==> src/sv/nmea_rmc_speed_extractor_macros.svh <==
// assertion macros shared by the nmea rmc speed extractor top level and parser modules
`ifndef NMEA_RMC_SPEED_EXTRACTOR_MACROS_SVH
`define NMEA_RMC_SPEED_EXTRACTOR_MACROS_SVH

// clocked check, disabled while reset is asserted
`define NMEA_RMC_ASSERT(lbl, prop, msg) \
  lbl: assert property (@(posedge clk_i) disable iff (!rst_ni) prop) \
    else $error(msg);

// clocked check that also holds during reset
`define NMEA_RMC_ASSERT_ALWAYS(lbl, prop, msg) \
  lbl: assert property (@(posedge clk_i) prop) \
    else $error(msg);

`endif

==> src/sv/nmea_rmc_pkg.sv <==
// types and constants for the nmea rmc speed extractor
`timescale 1ns / 1ps
`default_nettype none

package nmea_rmc_pkg;

  localparam int BYTE_W  = 8;
  localparam int SPEED_W = 17;
  localparam int FIDX_W  = 4;
  localparam int PADDR_W = 3;
  localparam int PDATA_W = 32;

  // characters of interest
  localparam logic [BYTE_W-1:0] CHAR_P      = 8'h50;
  localparam logic [BYTE_W-1:0] CHAR_R      = 8'h52;
  localparam logic [BYTE_W-1:0] CHAR_COMMA  = 8'h2C;
  localparam logic [BYTE_W-1:0] CHAR_DOLLAR = 8'h24;
  localparam logic [BYTE_W-1:0] CHAR_POINT  = 8'h2E;
  localparam logic [BYTE_W-1:0] CHAR_ZERO   = 8'h30;
  localparam logic [BYTE_W-1:0] CHAR_NINE   = 8'h39;

  // value clamp in hundredths of a knot
  localparam logic [SPEED_W-1:0] SPEED_MAX = 17'd99999;

  // register map, index taken from paddr[2]
  localparam logic REG_FIELD_INDEX = 1'b0;
  localparam logic [FIDX_W-1:0] FIELD_INDEX_RESET = 4'd7;

  // result word from the parser to the output register
  typedef struct packed {
    logic               emit;
    logic [SPEED_W-1:0] speed;
    logic               sat;
  } rmc_result_t;

endpackage

`default_nettype wire

==> src/sv/nmea_rmc_speed_extractor.sv <==
// top level: input register, parser, result register and config port
//
// nmea rmc speed extractor
// rx channel: one received character per word on rx_byte_i, accepted at a
//   clock edge with rx_valid_i high and rx_stall_o low.
// result channel: speed_hundredths_o and saturated_o, taken at an edge with
//   out_valid_o high and out_stall_i low. one word per rmc sentence, issued
//   on the comma that closes the selected field.
// config: apb-style port, one register at byte address 0 (field_index,
//   low 4 bits, reset 7 for speed over ground). pready is tied high.
// path: a closing comma is first captured in the input register, and its
//   result is written to the result register when the parser takes it.
// throughput: one character per cycle while no result is stalled; the parser
//   state loop is closed through compare and multiply-by-ten logic.
// stall: a stalled result holds; the input register keeps feeding bytes
//   that give no result and holds only the next closing comma.
// reset: parser idle waiting for a "PR" tag, both registers empty.
`timescale 1ns / 1ps
`default_nettype none
`include "nmea_rmc_speed_extractor_macros.svh"

module nmea_rmc_speed_extractor (
  input  wire logic                              clk_i,
  input  wire logic                              rst_ni,
  input  wire logic                              rx_valid_i,
  output logic                                   rx_stall_o,
  input  wire logic [nmea_rmc_pkg::BYTE_W-1:0]  rx_byte_i,
  output logic                                   out_valid_o,
  input  wire logic                              out_stall_i,
  output logic      [nmea_rmc_pkg::SPEED_W-1:0] speed_hundredths_o,
  output logic                                   saturated_o,
  input  wire logic                              psel,
  input  wire logic                              penable,
  input  wire logic                              pwrite,
  input  wire logic [nmea_rmc_pkg::PADDR_W-1:0] paddr,
  input  wire logic [nmea_rmc_pkg::PDATA_W-1:0] pwdata,
  output logic      [nmea_rmc_pkg::PDATA_W-1:0] prdata,
  output logic                                   pready
);
  import nmea_rmc_pkg::*;

  logic               in_vld_q, in_vld_d;
  logic [BYTE_W-1:0]  in_byte_q;
  logic               out_vld_q, out_vld_d;
  logic [SPEED_W-1:0] out_speed_q;
  logic               out_sat_q;
  logic               in_take;
  logic               advance;
  logic               out_free;
  logic [FIDX_W-1:0]  field_index;
  rmc_result_t        res;

  // configuration register
  nmea_rmc_cfg u_cfg (
    .clk_i         (clk_i),
    .rst_ni        (rst_ni),
    .psel_i        (psel),
    .penable_i     (penable),
    .pwrite_i      (pwrite),
    .paddr_i       (paddr),
    .pwdata_i      (pwdata),
    .prdata_o      (prdata),
    .pready_o      (pready),
    .field_index_o (field_index)
  );

  // parser works on the registered byte
  nmea_rmc_parser u_parser (
    .clk_i         (clk_i),
    .rst_ni        (rst_ni),
    .byte_i        (in_byte_q),
    .take_i        (advance),
    .field_index_i (field_index),
    .res_o         (res)
  );

  // handshake control
  assign out_free   = !out_vld_q || !out_stall_i;
  assign advance    = in_vld_q && (!res.emit || out_free);
  assign rx_stall_o = in_vld_q && !advance;
  assign in_take    = rx_valid_i && !rx_stall_o;

  always_comb begin
    in_vld_d = in_vld_q;
    if (in_take) begin
      in_vld_d = 1'b1;
    end else if (advance) begin
      in_vld_d = 1'b0;
    end
  end

  always_comb begin
    out_vld_d = out_vld_q;
    if (advance && res.emit) begin
      out_vld_d = 1'b1;
    end else if (!out_stall_i) begin
      out_vld_d = 1'b0;
    end
  end

  // valid flags
  always_ff @(posedge clk_i or negedge rst_ni) begin
    if (!rst_ni) begin
      in_vld_q  <= 1'b0;
      out_vld_q <= 1'b0;
    end else begin
      in_vld_q  <= in_vld_d;
      out_vld_q <= out_vld_d;
    end
  end

  // payload registers
  always_ff @(posedge clk_i) begin
    if (in_take) begin
      in_byte_q <= rx_byte_i;
    end
    if (advance && res.emit) begin
      out_speed_q <= res.speed;
      out_sat_q   <= res.sat;
    end
  end

  assign out_valid_o        = out_vld_q;
  assign speed_hundredths_o = out_speed_q;
  assign saturated_o        = out_sat_q;

  // input side only holds off when a byte is waiting
  `NMEA_RMC_ASSERT_ALWAYS(a_stall_needs_word, rx_stall_o |-> in_vld_q, "stall with empty stage")
  // a stalled result is never dropped
  `NMEA_RMC_ASSERT(a_out_hold, (out_vld_q && out_stall_i) |=> out_vld_q, "result dropped")
  // a result never overwrites one still waiting
  `NMEA_RMC_ASSERT(a_no_overwrite, (advance && res.emit) |-> out_free, "result overwritten")

endmodule

`default_nettype wire

==> src/sv/nmea_rmc_cfg.sv <==
// apb-style register holding the field index
`timescale 1ns / 1ps
`default_nettype none

module nmea_rmc_cfg (
  input  wire logic                              clk_i,
  input  wire logic                              rst_ni,
  input  wire logic                              psel_i,
  input  wire logic                              penable_i,
  input  wire logic                              pwrite_i,
  input  wire logic [nmea_rmc_pkg::PADDR_W-1:0] paddr_i,
  input  wire logic [nmea_rmc_pkg::PDATA_W-1:0] pwdata_i,
  output logic      [nmea_rmc_pkg::PDATA_W-1:0] prdata_o,
  output logic                                   pready_o,
  output logic      [nmea_rmc_pkg::FIDX_W-1:0]  field_index_o
);
  import nmea_rmc_pkg::*;

  logic [FIDX_W-1:0] field_index_q;
  logic [FIDX_W-1:0] field_index_d;
  logic              wr_en;

  assign pready_o = 1'b1;

  // write decode on the access phase
  assign wr_en = psel_i && penable_i && pwrite_i && (paddr_i[2] == REG_FIELD_INDEX);

  always_comb begin
    field_index_d = field_index_q;
    if (wr_en) begin
      field_index_d = pwdata_i[FIDX_W-1:0];
    end
  end

  always_ff @(posedge clk_i or negedge rst_ni) begin
    if (!rst_ni) begin
      field_index_q <= FIELD_INDEX_RESET;
    end else begin
      field_index_q <= field_index_d;
    end
  end

  // read back
  always_comb begin
    prdata_o = '0;
    if (paddr_i[2] == REG_FIELD_INDEX) begin
      prdata_o = {{(PDATA_W-FIDX_W){1'b0}}, field_index_q};
    end
  end

  assign field_index_o = field_index_q;

endmodule

`default_nettype wire

==> src/sv/nmea_rmc_parser.sv <==
// sentence tracker and field value accumulator, one byte per cycle while take_i is high
`timescale 1ns / 1ps
`default_nettype none
`include "nmea_rmc_speed_extractor_macros.svh"

module nmea_rmc_parser (
  input  wire logic                             clk_i,
  input  wire logic                             rst_ni,
  input  wire logic [nmea_rmc_pkg::BYTE_W-1:0] byte_i,
  input  wire logic                             take_i,
  input  wire logic [nmea_rmc_pkg::FIDX_W-1:0] field_index_i,
  output nmea_rmc_pkg::rmc_result_t             res_o
);
  import nmea_rmc_pkg::*;

  localparam logic [1:0] PH_IDLE  = 2'd0;
  localparam logic [1:0] PH_COUNT = 2'd1;
  localparam logic [1:0] PH_FIELD = 2'd2;

  localparam int WIDE_W = SPEED_W + 3;

  logic [BYTE_W-1:0]  prev_q, prev_d;
  logic [1:0]         phase_q, phase_d;
  logic [FIDX_W-1:0]  cnt_q, cnt_d;
  logic [SPEED_W-1:0] acc_q, acc_d;
  logic [1:0]         frac_q, frac_d;
  logic               point_q, point_d;
  logic               stop_q, stop_d;
  logic               ovf_q, ovf_d;

  logic               is_digit;
  logic [3:0]         digit;
  logic [WIDE_W-1:0]  int_val;
  logic [6:0]         frac_add;
  logic [FIDX_W-1:0]  cnt_inc;
  logic               emit;

  assign is_digit = (byte_i >= CHAR_ZERO) && (byte_i <= CHAR_NINE);
  assign digit    = byte_i[3:0];
  assign cnt_inc  = cnt_q + 1'b1;

  // integer digit shifts the value up a decade, in hundredths
  assign int_val  = {3'b000, acc_q} * WIDE_W'(10)
                  + {{(WIDE_W-4){1'b0}}, digit} * WIDE_W'(100);
  assign frac_add = (frac_q == 2'd0) ? 7'(digit) * 7'd10 : 7'(digit);

  // next state
  always_comb begin
    prev_d  = byte_i;
    phase_d = phase_q;
    cnt_d   = cnt_q;
    acc_d   = acc_q;
    frac_d  = frac_q;
    point_d = point_q;
    stop_d  = stop_q;
    ovf_d   = ovf_q;
    emit    = 1'b0;

    if (byte_i == CHAR_DOLLAR) begin
      phase_d = PH_IDLE;
    end else begin
      case (phase_q)
        PH_COUNT: begin
          if (byte_i == CHAR_COMMA) begin
            cnt_d = cnt_inc;
            if (cnt_inc == field_index_i) begin
              phase_d = PH_FIELD;
              acc_d   = '0;
              frac_d  = '0;
              point_d = 1'b0;
              stop_d  = 1'b0;
              ovf_d   = 1'b0;
            end
          end
        end
        PH_FIELD: begin
          if (byte_i == CHAR_COMMA) begin
            emit    = 1'b1;
            phase_d = PH_IDLE;
          end else if (!stop_q) begin
            if (is_digit) begin
              if (!point_q) begin
                if (ovf_q || (int_val > {3'b000, SPEED_MAX})) begin
                  ovf_d = 1'b1;
                  acc_d = SPEED_MAX;
                end else begin
                  acc_d = int_val[SPEED_W-1:0];
                end
              end else if (frac_q != 2'd2) begin
                if (!ovf_q) begin
                  acc_d = acc_q + {{(SPEED_W-7){1'b0}}, frac_add};
                end
                frac_d = frac_q + 1'b1;
              end
            end else if ((byte_i == CHAR_POINT) && !point_q) begin
              point_d = 1'b1;
            end else begin
              stop_d = 1'b1;
            end
          end
        end
        default: begin
          // idle, and the unused code behaves as idle
          phase_d = PH_IDLE;
          if ((byte_i == CHAR_R) && (prev_q == CHAR_P)) begin
            cnt_d = '0;
            if (field_index_i == '0) begin
              phase_d = PH_FIELD;
              acc_d   = '0;
              frac_d  = '0;
              point_d = 1'b0;
              stop_d  = 1'b0;
              ovf_d   = 1'b0;
            end else begin
              phase_d = PH_COUNT;
            end
          end
        end
      endcase
    end
  end

  always_ff @(posedge clk_i or negedge rst_ni) begin
    if (!rst_ni) begin
      prev_q  <= '0;
      phase_q <= PH_IDLE;
      cnt_q   <= '0;
      acc_q   <= '0;
      frac_q  <= '0;
      point_q <= 1'b0;
      stop_q  <= 1'b0;
      ovf_q   <= 1'b0;
    end else if (take_i) begin
      prev_q  <= prev_d;
      phase_q <= phase_d;
      cnt_q   <= cnt_d;
      acc_q   <= acc_d;
      frac_q  <= frac_d;
      point_q <= point_d;
      stop_q  <= stop_d;
      ovf_q   <= ovf_d;
    end
  end

  assign res_o.emit  = emit;
  assign res_o.speed = acc_q;
  assign res_o.sat   = ovf_q;

  // accumulator stays within the clamp
  `NMEA_RMC_ASSERT(a_acc_range, acc_q <= SPEED_MAX, "accumulator above clamp")
  // an overflowed field holds exactly the clamp value
  `NMEA_RMC_ASSERT(a_ovf_clamp, ovf_q |-> (acc_q == SPEED_MAX), "overflow without clamp")
  // fraction digits only count after the point
  `NMEA_RMC_ASSERT(a_frac_point, (frac_q != 2'd0) |-> point_q, "fraction before point")

endmodule

`default_nettype wire
==> config.mk <==
export PLATFORM = sky130hd
export DESIGN_NAME = nmea_rmc_speed_extractor
export DESIGN_NICKNAME = d
export VERILOG_FILES = /design/src/sv/nmea_rmc_pkg.sv /design/src/sv/nmea_rmc_speed_extractor.sv /design/src/sv/nmea_rmc_cfg.sv /design/src/sv/nmea_rmc_parser.sv
export VERILOG_INCLUDE_DIRS = /design/src /design/src/sv
export SDC_FILE = /design/constraint.sdc
export NUM_CORES = 1
export LEC_CHECK = 0
export BUFFER_PORTS_ARGS = -buffer_cell sky130_fd_sc_hd__buf_2
export CORE_MARGIN = 2
export CORE_UTILIZATION = 45
export CTS_CLUSTER_DIAMETER = 80
export CTS_CLUSTER_SIZE = 24
export DETAILED_ROUTE_END_ITERATION = 6
export PLACE_DENSITY_LB_ADDON = 0.08
export SYNTH_ARGS = -nofsm -noshare
export SYNTH_HDL_FRONTEND = slang
export SYNTH_HIERARCHICAL = 1
export SYNTH_SLANG_ARGS = --single-unit
==> constraint.sdc <==
create_clock -name clk_i -period 5 [get_ports clk_i]
set_clock_uncertainty 0.05 [all_clocks]
set_input_delay 0.5 -clock clk_i [delete_from_list [all_inputs] [get_ports clk_i]]
set_output_delay 0.5 -clock clk_i [all_outputs]
set_load 0.05 [all_outputs]
==> results of run 1 <==
logic make-up after synthesis:
group / after synthesis / share of synthesized area
multiplexers: 15 / 0.0286
XOR/XNOR: 35 / 0.0528
other: 2 / 0.00129
AO/OA/AOI/OAI: 168 / 0.203
buffers and inverters: 80 / 0.0752
AND/OR/NAND/NOR: 171 / 0.157
flip-flops: 68 / 0.316
adder cells (fa/ha/maj): 74 / 0.166
final cells by class:
class / count / area [sq um] / share of cell area
Timing Repair Buffer: 88 / 553 / 0.0819
Multi-Input combinational cell: 492 / 3680 / 0.544
Clock buffer: 10 / 239 / 0.0354
Tap cell: 172 / 215 / 0.0319
Inverter: 33 / 124 / 0.0183
Sequential cell: 68 / 1840 / 0.272
Clock inverter: 6 / 111 / 0.0165
power by group:
part	leakage, nW	switching (W)	internal (W)
sequential	0.806	0.0000180	0.000604
clock	0.169	0.000241	0.000500
combinational	2.27	0.000200	0.000120
total	3.25	0.000459	0.00122
metal layers:
layer	vias up	share of wire	wire length, um	track usage
li1	2365	-	-	-
met1	2324	0.48	6810	0.285
met2	115	0.46	6500	0.333
met3	16	0.042	591	0.0392
met4	0	0.014	204	0.0587
met5	-	0	0	0
timing repair:
action / 4_1_cts / 5_1_grt
setup endpoints to repair: 4 / 16
gates resized for setup: 3 / 5
buffers inserted: 0 / 2
pin swaps: 0 / 4
final timing paths:
| path | from | cells past startpoint | endpoint |
|---|---|---|---|
| worst min register to register | u_parser/prev_q[6]$_DFFE_PN0P_ | 1 | u_parser/prev_q[6]$_DFFE_PN0P_ |
| max in group asynchronous | rst_ni | 1 | u_parser/acc_q[3]$_DFFE_PN0P_ |
| worst min-delay path | rst_ni | 1 | u_parser/cnt_q[3]$_DFFE_PN0P_ |
| worst max register to register | u_parser/acc_q[1]$_DFFE_PN0P_ | 15 | u_parser/acc_q[4]$_DFFE_PN0P_ |
| min in group clk_i | rx_byte_i[6] | 1 | in_byte_q[6]$_DFFE_PP_ |
| worst max-delay path | u_parser/acc_q[1]$_DFFE_PN0P_ | 15 | u_parser/acc_q[4]$_DFFE_PN0P_ |
cell usage after synthesis, types with 3 or more instances:
| library cell | number |
|---|---|
| nor2b_1 | 4 |
| o211ai_1 | 8 |
| nand3_1 | 16 |
| or2_2 | 5 |
| edfxtp_1 | 26 |
| mux2_2 | 13 |
| a31oi_1 | 8 |
| a31o_1 | 4 |
| ha_1 | 69 |
| and2_1 | 10 |
| and2b_2 | 4 |
| xnor2_1 | 17 |
| and3_1 | 3 |
| o21ai_1 | 4 |
| nor3_1 | 5 |
| a21boi_0 | 3 |
| nor2_1 | 27 |
| inv_1 | 33 |
| fa_1 | 5 |
| nand4_1 | 9 |
| a21o_1 | 14 |
| o31ai_1 | 6 |
| clkbuf_1 | 10 |
| a31o_2 | 4 |
| nand2_1 | 55 |
| a32oi_1 | 3 |
| or3_1 | 7 |
| xor2_1 | 18 |
| a21oi_1 | 34 |
| dfrtp_1 | 39 |
| nand2b_1 | 6 |
| buf_4 | 31 |
| o41ai_1 | 3 |
| o21ai_0 | 37 |
| a211oi_1 | 3 |
| a2111o_1 | 4 |
| o2111ai_1 | 3 |
| dfstp_2 | 3 |
flip-flops by register name, summed over array words and instances (netlist names):
name and cells:
u_parser/stop_q 1, out_valid_o 1, u_parser/point_q 1, in_vld_q 1, saturated_o 1, u_parser/frac_q 2, u_parser/acc_q 17, speed_hundredths_o 17
in_byte_q 8, u_parser/ovf_q 1, u_cfg/field_index_o 4, u_parser/cnt_q 4, u_parser/prev_q 8, u_parser/phase_q 2
per-stage QoR:
| stage | TNS (ns) | utilization | hold WS (ns) |
|---|---|---|---|
| floorplan | 0 | - | 0.154 |
| global placement | -0.280 | 0.504 | 0.437 |
| detailed placement | -0.339 | 0.504 | 0.446 |
| CTS | 0 | 0.532 | 0.275 |
| global route | 0 | 0.535 | 0.270 |
| finish | 0 | 0.535 | 0.282 |
==> out/results.txt, run 1 <==
The tree built by TritonCTS fans out to 68 sinks. Counting tap cells, the placed design contains a total of 851 instances. Once placement finished, the instance area stood at 0.00635 sq mm.

In the synthesized netlist, the number of instances is 613. The critical path goes through ha_1 -> ha_1 -> fa_2 -> a21o_2 -> a21oi_2 -> xnor2_1 -> ha_1 -> o21ai_0 -> o21ai_2 -> a31oi_2 -> or4b_4 -> or4_1 -> a2111o_1 -> a2111o_1 -> a32o_1. By startpoint and endpoint, the worst setup path is classified as reg -> reg. The synthesis-to-finish area growth was 16.3%; the height of the chip was 118 um. Buffers placed on the I/O ports in this run total 43. The overall power was 0.00168 W. Excluding fillers, the count of instances in the completed layout stands at 869. Across the VDD grid, the largest voltage drop is 0.134 mV. The maximum number of pins on one net before global-route repair is 43, and the via count is 4820.

In this design, the largest share of critical-path delay is due to compound AO/OA/AOI/OAI gates. The wire length of the first global-routing pass was 23000 um; the hold violation count in the final report was 0. The tools report the remaining number of nets flagged by the antenna check after routing as 0. The number of enable-type register cells in the synthesized netlist came out at 26.

Ranked by total cell area, the synthesized netlist is headed by dfrtp_1 (17%), ha_1 (15%), edfxtp_1 (13%), buf_4 (4.0%), nand2_1 (3.6%). The share of synthesized flip-flops with an asynchronous set or reset is 0.618. At the end of routability-driven placement, the weighted congestion stood at 0.849. The number of pins with negative max-slew slack in the final report was 0; the final-report setup violation count was 0. For this run, the slowest stage of the critical path takes 0.53 ns. Detailed placement finished with a half-perimeter wire length of 11000 um. The die covers 0.0138 sq mm.

The global-route total usage across every layer was 0.207. Leaving out fill and tap cells, the most frequent cells in the layout are ha_1 (69), nand2_1 (55), buf_4 (45), buf_2 (43), dfrtp_1 (39). After clock tree synthesis, the flow added hold-fix buffers numbering 0. The leakage power summed over all cells is 3.25 nW, and the fraction of synthesized cell area taken by the top area cell type is 0.168. TritonCTS built the clock tree.

The critical-path cell with the highest stage delay was or4_1. After layout, the minimum clock period comes to 4.80 ns. The via count of the first global-routing pass was 4514. Post-detailed-route via-to-cell ratio: 5.55. The tools report the summed instance area of the synthesized netlist as 0.00581 sq mm. The worst hold path belongs to the class in -> async. The tools report the number of buffers created by CTS as 9.

After detailed routing, the total wire length is 14100 um. The routed length per instance is 16.2 um. The run finished with clean final reports.

Clock-pin slew was measured on the worst setup and hold paths at 0.06 ns. Share of post-route cells with drive strength above 1: 0.221. The tools report the number of diodes added for antenna fixing as 0.

The share of the cycle needed by the critical path after routing was 0.960. The first TritonRoute pass finished after 5 iterations. The tools report the kind of capture point of the worst setup path as a register. STA puts the critical path data required time at 5.17 ns. The tools report the worst-skew pair later-pin latency as 0.34 ns.

Final worst slack: 0.198 ns. A synthesized cell averages 9.48 sq um. Counting flops and latches in the post-synthesis netlist gives 68.

Initial core utilization: 0.460. The kind of launch point of the worst setup path was a register. The reported max-cap violation count is 0.

In the synthesized netlist the dominant register cell turns out to be dfrtp_1. The logs give 2 for the maximum number of buffers from clock root to sink and 1202 for the filler cell count in the final layout. During synthesis, Yosys emitted a total of 6 warnings. The worst path buffer plus inverter count is 0, and the overall overflow remaining after global route is 0. The first routing iteration left 305 violations. 103 I/O pins were placed.

At the placement stage, the worst setup path has a slack of -0.272 ns. For this design the ratio of total power to cell area is 249 mW/mm^2. The tools report the achievable frequency as 208 MHz.

At the pin with the least slew margin, the transition time is 1.14 ns. After synthesis, the netlist uses 83 different library cells. The setup slack on the worst flop-to-flop path was 0.20 ns; the residual DRC count was 0. The tree is rooted in a clkbuf_16.

Along the worst path, the maximum fanout reaches 6. The run gives 816 as the layout net count. Summed over all instances, the cell type with the most area after synthesis is dfrtp_1. The run gives 0.00676 sq mm as the area of all placed cells without fillers. Counting stages on the worst path, the most repeated cell is ha_1.

The tools report the critical path data arrival time as 4.97 ns. Leaving out fill and tap cells, the most frequent cell in the layout is ha_1. The initial antenna violation count was 0.

Width of the die: 118 um. In this run the core area contains 41 standard-cell rows. Setup repair after global routing left no endpoint under its margin. The headroom to the max-slew limit was 0.243. Sequential-to-total area share from yosys stat: 0.316. The H-tree was split into 3 levels. The tools report the standard cell core area as 0.0126 sq mm.
Power figures use the tool's default switching activity.
==> run 2: changes to the inputs <==
--- a/config.mk
+++ b/config.mk
@@ -12,7 +12,7 @@
 export CTS_CLUSTER_DIAMETER = 80
 export CTS_CLUSTER_SIZE = 24
 export DETAILED_ROUTE_END_ITERATION = 6
-export PLACE_DENSITY_LB_ADDON = 0.08
+export PLACE_DENSITY = 0.72
 export SYNTH_ARGS = -nofsm -noshare
 export SYNTH_HDL_FRONTEND = slang
 export SYNTH_HIERARCHICAL = 1
==> run 2 against run 1 <==
- the flow now finishes with violations (design-rule violations)
- register-to-register slack got worse by 0.04 ns
- setup slack got worse by 0.043 ns
- clock power is 18% lower
- utilization fell by 1.1 points
==> out/results.txt, run 2 (synthesized netlist as in run 1, its figures left out) <==
The remaining number of nets flagged by the antenna check after routing was 0 (unchanged); the width of the die was 118 um (unchanged). The tools report the maximum number of pins on one net before global-route repair as 43 (unchanged). The kind of critical path is reg -> reg.

The total number of clock tree sinks was 68 (unchanged). The run gives 7 (+2) as the total iterations of the first detailed-routing run. The number of rows in the core area was 41 (unchanged).

In this design, the critical path's most frequently occurring cell is ha_1. The tools report the placer's final routability congestion estimate as 0.964 (+14%). The signal on the critical path passes through ha_1 -> ha_1 -> fa_2 -> buf_4 -> a211oi_4 -> o21ai_2 -> xor2_1 -> ha_1 -> a31oi_1 -> or4b_4 -> or4_1 -> a2111o_1 -> a2111o_1 -> a32o_1.

The tools report the hold violation count in the final report as 0 (unchanged). The share of post-route cells with drive strength above 1 was 0.208 (-0.0125); the placed instance area was 0.00629 sq mm (-1.1%). Share of the cycle needed by the critical path after routing: 0.969 (+0.00853).

Worst-case hold slack: 0.267 ns (-0.0150 ns). The via count was 4880 (+1.2%). Transition at the pin with the smallest max-transition slack: 1.11 ns (-0.0283 ns). The run gives 10500 um (-4.9%) as the post-detailed-placement half-perimeter wirelength. The wire length of the first global-routing pass was 21900 um (-4.7%); the peak fanout along the critical path was 6 (unchanged). In the layout the commonest cells are ha_1 (68), nand2_1 (55), buf_2 (43), dfrtp_1 (39), o21ai_0 (36). The synthesis-to-finish area growth was 13.8%; the number of pins with negative max-slew slack in the final report was 0 (unchanged).

The CTS H-tree depth was 3 (unchanged); the maximum number of buffers from clock root to sink was 2 (unchanged). The residual DRC count is 7 (+7). The run gives 0.0126 sq mm (unchanged) as the standard cell core area.

TritonCTS built the clock tree. The run gives 206 MHz (-0.88%) as the achievable frequency. The run gives 5.17 ns (about the same) as the required time of the critical path. For the via count of the first global-routing pass, the log shows 4596 (+1.8%).

The flow ran to the end, but the final reports show violations. The library cell used most frequently in the layout, excluding fill and tap cells, is ha_1. The stage delay of the slowest cell on the critical path is 0.53 ns (about the same), and the clock transition at the registers of the reported paths is 0.06 ns (about the same). The run gives 805 (-1.3%) as the layout net count.

The routed length per instance came out at 15.7 um (-3.3%). For the headroom to the max-slew limit, the log shows 0.262 (+0.0188). The min-delay analysis places its worst path in the category in -> async. The tools report the kind of capture point of the worst setup path as a register. For the reported max-cap violation count, the log shows 0 (unchanged). The worst-skew pair later-pin latency was 0.34 ns (about the same); the number of diodes added for antenna fixing was 0 (unchanged).

The initial core utilization was 0.460 (unchanged). Initial antenna violation count: 0 (unchanged). The tree is rooted in a clkbuf_16. The worst path buffer plus inverter count is 1 (+1), and the global-route total usage across every layer is 0.193 (-0.0145). The critical path data arrival time was 5.02 ns (+0.05 ns).

The number of buffers created by CTS was 9 (unchanged); the hold-fix buffer count after cts was 0 (unchanged). The area of the die is 0.0138 sq mm (unchanged), and the number of I/O port buffers is 43 (unchanged). The kind of launch point of the worst setup path is a register. The run gives 302 (-0.98%) as the starting DRC count in detailed routing. In this design, the largest share of critical-path delay is due to compound AO/OA/AOI/OAI gates.

Height of the chip: 118 um (unchanged). Among all stages on the critical path, the largest delay is contributed by or4_1. Area of all placed cells without fillers: 0.00661 sq mm (-2.1%).

The post-detailed-route via-to-cell ratio was 5.69 (+2.5%). The run gives 3.16 nW (-2.5%) as the leakage power summed over all cells. The total negative slack came out at 0 ns (unchanged). The top-level I/O count came out at 103 (unchanged).

Setup repair after global routing left no endpoint under its margin. The total power density per cell area was 232 mW/mm^2 (-6.9%). The clock period minus final worst setup slack is 4.84 ns (+0.0426 ns), and the highest ir drop seen on vdd is 0.110 mV (-18%). The overall routed net length was 13500 um (-4.5%); the overall overflow remaining after global route was 0 (unchanged). The checks that failed: design-rule violations.

The tools report the final-report setup violation count as 0 (unchanged).
==> run 2: final timing paths <==
kind	cells past startpoint	slack, ns	end	startpoint
min in group clk_i	1	0.29	in_byte_q[0]$_DFFE_PP_	rx_byte_i[0]
min	1	0.27	u_parser/point_q$_DFFE_PN0P_	rst_ni
min reg2reg	1	0.45	u_parser/prev_q[4]$_DFFE_PN0P_	u_parser/prev_q[4]$_DFFE_PN0P_
max reg2reg	14	0.16	u_parser/acc_q[4]$_DFFE_PN0P_	u_parser/acc_q[1]$_DFFE_PN0P_
max in group asynchronous	1	4.04	u_parser/acc_q[11]$_DFFE_PN0P_	rst_ni
max	14	0.16	u_parser/acc_q[4]$_DFFE_PN0P_	u_parser/acc_q[1]$_DFFE_PN0P_
==> run 2: metal layers <==
metal  up-vias  routed length, um  track usage
li1       2339                  -            -
met1      2371               5990        0.257
met2       150               6550        0.318
met3        20                715       0.0300
met4         0                214       0.0685
met5         -                  0            0
==> run 2: through the flow <==
stage / instances / worst slack [ns] / total power (W) / utilization
6_report: 858 / 0.156 / 0.00153 / 0.524
5_1_grt: 858 / 0.00552 / 0.00160 / 0.524
4_1_cts: 858 / 0.00699 / 0.00154 / 0.521
3_5_place_dp: 842 / 0.00942 / 0.000929 / 0.498
3_3_place_gp: 842 / 0.0443 / 0.000920 / 0.498
2_1_floorplan: 640 / 0.0922 / 0.000862 / -
==> run 2: report_power, final <==
| part | internal [W] | switching (W) |
|---|---|---|
| Combinational | 0.000111 | 0.000188 |
| Sequential | 0.000604 | 0.0000181 |
| Clock | 0.000381 | 0.000230 |
| Total | 0.00110 | 0.000437 |
==> run 2: final cells by class <==
class | instances | area (sq um)
Fill cell | 1154 | 6010
Multi-Input combinational cell | 492 | 3680
Sequential cell | 68 | 1840
Timing Repair Buffer | 77 | 470
Clock buffer | 10 | 229
Tap cell | 172 | 215
Inverter | 33 | 124
Clock inverter | 6 | 56.3
==> run 2: worst register-to-register path, stage by stage, from the launching register on <==
cell and delay [ns]:
dfrtp_1 0.37, ha_1 0.29, ha_1 0.24, fa_2 0.38
buf_4 0.16, a211oi_4 0.25, o21ai_2 0.16, xor2_1 0.18
ha_1 0.31, a31oi_1 0.10, or4b_4 0.50, or4_1 0.53
a2111o_1 0.49, a2111o_1 0.45, a32o_1 0.25
==> run 2: what timing repair did <==
action / in CTS / in global routing
gates resized for setup: 1 / 9
pin swaps: 0 / 1
buffers inserted: 0 / 0
endpoints found under the setup margin: 1 / 16
==> run 3: changes to the inputs <==
--- a/config.mk
+++ b/config.mk
@@ -8,11 +8,11 @@
 export LEC_CHECK = 0
 export BUFFER_PORTS_ARGS = -buffer_cell sky130_fd_sc_hd__buf_2
 export CORE_MARGIN = 2
-export CORE_UTILIZATION = 45
+export CORE_UTILIZATION = 52
 export CTS_CLUSTER_DIAMETER = 80
 export CTS_CLUSTER_SIZE = 24
 export DETAILED_ROUTE_END_ITERATION = 6
-export PLACE_DENSITY = 0.72
+export PLACE_DENSITY = 0.81
 export SYNTH_ARGS = -nofsm -noshare
 export SYNTH_HDL_FRONTEND = slang
 export SYNTH_HIERARCHICAL = 1
==> run 3 against run 2 <==
- the run now ends clean
- sequential share of layout area is 0.64 points higher
- largest cell class unchanged
- first-iteration DRC count is 6.3% higher
- worst hold slack worse by 0.034 ns
==> out/results.txt, run 3 (synthesized netlist as in run 1, its figures left out) <==
The clock period minus final worst setup slack is 4.85 ns (+0.00916 ns). The run gives 206 MHz (-0.19%) as the achievable frequency. The maximum number of buffers from clock root to sink was 2 (unchanged). The share of post-route cells with drive strength above 1 works out to 0.206 (-0.00292). The width of the die was 110 um (-6.7%). Post-detailed-placement half-perimeter wirelength: 10500 um (about the same). The logs give 0 (unchanged) for the hold-fix buffer count after cts and 21400 um (-2.4%) for the wire length of the first global-routing pass. The logs give 0.0120 sq mm (-13%) for the area of the die and 0 (unchanged) for the number of pins with negative max-slew slack in the final report. The tools report the library cell used as clock root buffer as clkbuf_8.

The tools report the total iterations of the first detailed-routing run as 5 (-2). The logs give 0.594 (+0.0696) for the final cell utilization of the core and 3.11 nW (-1.6%) for the leakage power summed over all cells. The peak fanout along the critical path came out at 6 (unchanged).

The tools report the global-route total usage across every layer as 0.229 (+0.0359). The final worst slack is 0.147 ns (-0.00916 ns). Worst-skew pair later-pin latency: 0.36 ns (+0.02 ns). The hold violation count in the final report came out at 0 (unchanged). After detailed routing, no signal wire sits above met4. STA classifies the critical path endpoint as a register. The via count was 4853 (-0.55%). The remaining number of nets flagged by the antenna check after routing is 0 (unchanged). The number of I/O port buffers was 43 (unchanged).

The depth of the worst register-to-register path was 15 (+1); the worst path buffer plus inverter count was 0 (-1). The critical path goes through ha_1 -> ha_1 -> fa_2 -> a21o_2 -> a21oi_1 -> xnor2_1 -> ha_1 -> o21ai_0 -> o21ai_1 -> a31oi_1 -> or4b_4 -> or4_1 -> a2111o_1 -> a2111o_1 -> a32o_1. The total power density per cell area was 207 mW/mm^2 (-11%).

For the critical path data arrival time, the log shows 5.04 ns (+0.02 ns). The run finished with clean final reports. TritonCTS built the clock tree.

The standard cell core area was 0.0109 sq mm (-14%); the share of the cycle needed by the critical path after routing was 0.971 (+0.00183). In this run the critical register-to-register path is captured at u_parser/acc_q[4]$_DFFE_PN0P_. The stage delay of the slowest cell on the critical path came out at 0.53 ns (about the same). For the highest ir drop seen on vdd, the log shows 0.167 mV (+52%). Multi-input logic area: 0.00368 sq mm (about the same). Worst hold-check path type: in -> async. The area occupied by registers is 0.00184 sq mm (unchanged), and the CTS H-tree depth is 3 (unchanged). For the initial antenna violation count, the log shows 0 (unchanged).

The height of the chip works out to 110 um (-6.7%). The residual DRC count is 0 (-7), and the overall routed net length is 13300 um (-1.3%). The placer's final routability congestion estimate is 0.970 (+0.62%), and the clock transition at the registers of the reported paths is 0.07 ns (about the same).

The tools report the top-level I/O count as 103 (unchanged). The post-detailed-route via-to-cell ratio came out at 5.88 (+3.3%). The logs give 0 (unchanged) for the final-report setup violation count and 5800 um (-3.2%) for the met1 routed wirelength after detailed routing. Transition at the pin with the smallest max-transition slack: 1.06 ns (-0.0484 ns). The kind of critical path was reg -> reg. For the reported max-cap violation count, the log shows 0 (unchanged). Leaving out fill and tap cells, the most frequent cell in the layout is ha_1. The layout net count is 805 (unchanged). The met3 wirelength from detailed routing is 767 um (+7.3%).

The run gives 0.0129 ns (+0.00347 ns) as the post-placement setup slack. For the number of buffers created by CTS, the log shows 9 (unchanged). The synthesis-to-finish area growth was 11.2%; the number of rows in the core area was 38 (-7.3%). Initial core utilization: 0.534 (+0.0732). The tools report the overall overflow remaining after global route as 0 (unchanged). The tools report the startpoint of the most critical register-to-register path as u_parser/acc_q[1]$_DFFE_PN0P_. The tools report the headroom to the max-slew limit as 0.291 (+0.0290). Filler cell count in the final layout: 888 (-23%). The kind of launch point of the worst setup path was a register.

The wire length on met2 came out at 6490 um (-0.93%). Family with the most delay on the worst path: compound AO/OA/AOI/OAI gates. Among all stages on the critical path, the largest delay is contributed by or4_1.

For the number of diodes added for antenna fixing, the log shows 0 (unchanged). Total number of clock tree sinks: 68 (unchanged). The first element of the critical path was u_parser/acc_q[1]$_DFFE_PN0P_.

For the count of non-filler cells in the finished layout, the log shows 826 (-3.7%). The tools report the instance count after placement with tap cells included as 810 (-3.8%). Leaving out fill and tap cells, the most frequent cells in the layout are ha_1 (67), nand2_1 (55), buf_2 (43), dfrtp_1 (39), o21ai_0 (36). The cell occurring most often along the worst timing path is ha_1. For the via count of the first global-routing pass, the log shows 4646 (+1.1%). The routed length per instance was 16.1 um (+2.5%); the required time of the critical path was 5.19 ns (+0.02 ns). The starting DRC count in detailed routing came out at 321 (+6.3%). The maximum number of pins on one net before global-route repair is 43 (unchanged), and the setup slack on the worst flop-to-flop path is 0.15 ns (about the same).
run 3: layout make-up:
type | count | share of cell area
Timing Repair Buffer | 77 | 0.0728
Sequential cell | 68 | 0.284
Inverter | 33 | 0.0192
Clock buffer | 12 | 0.0242
Tap cell | 140 | 0.0271
Multi-Input combinational cell | 492 | 0.569
Clock inverter | 4 | 0.00348
run 3: repair_timing:
item | CTS | global route
endpoints found under the setup margin | 2 | 16
gates resized for setup | 2 | 8
pin swaps | 0 | 1
setup buffers | 0 | 0
cloned | 0 | 0
run 3: power by group:
| part | internal [W] | total, W | switching, W | leakage [nW] |
|---|---|---|---|---|
| Sequential | 0.000603 | 0.000622 | 0.0000188 | 0.806 |
| Combinational | 0.000111 | 0.000303 | 0.000192 | 2.22 |
| Clock | 0.000208 | 0.000411 | 0.000204 | 0.0913 |
| Total | 0.000922 | 0.00134 | 0.000414 | 3.11 |
run 3: worst max path at each step:
stage,end,cells after the start
final,u_parser/acc_q[4]$_DFFE_PN0P_,15
after global routing,u_parser/acc_q[4]$_DFFE_PN0P_,14
after CTS,u_parser/acc_q[4]$_DFFE_PN0P_,16
after detailed placement,u_parser/acc_q[7]$_DFFE_PN0P_,17
after global placement,u_parser/acc_q[4]$_DFFE_PN0P_,15
after floorplan,u_parser/acc_q[4]$_DFFE_PN0P_,15
run 3: through the flow:
step / setup TNS (ns) / power [W] / hold slack (ns) / area (sq um)
2_1_floorplan: 0 / 0.000862 / 0.154 / 5910
3_3_place_gp: 0 / 0.000918 / 0.436 / 6250
3_5_place_dp: 0 / 0.000931 / 0.446 / 6250
4_1_cts: 0 / 0.00134 / 0.257 / 6430
5_1_grt: -0.000883 / 0.00140 / 0.255 / 6460
6_report: 0 / 0.00134 / 0.233 / 6460
run 3: layer usage:
| layer | up-vias | global-route usage |
|---|---|---|
| met4 | 0 | 0.0832 |
| li1 | 2339 | - |
| met1 | 2318 | 0.295 |
| met5 | - | 0 |
| met3 | 24 | 0.0427 |
| met2 | 172 | 0.383 |
run 3: worst reg2reg max path, stage by stage, from the launching register on:
cell and delay [ns]:
dfrtp_1 0.38, ha_1 0.29, ha_1 0.24, fa_2 0.38, a21o_2 0.20, a21oi_1 0.17, xnor2_1 0.09, ha_1 0.29
o21ai_0 0.08, o21ai_1 0.16, a31oi_1 0.13, or4b_4 0.50, or4_1 0.53, a2111o_1 0.49, a2111o_1 0.46, a32o_1 0.26
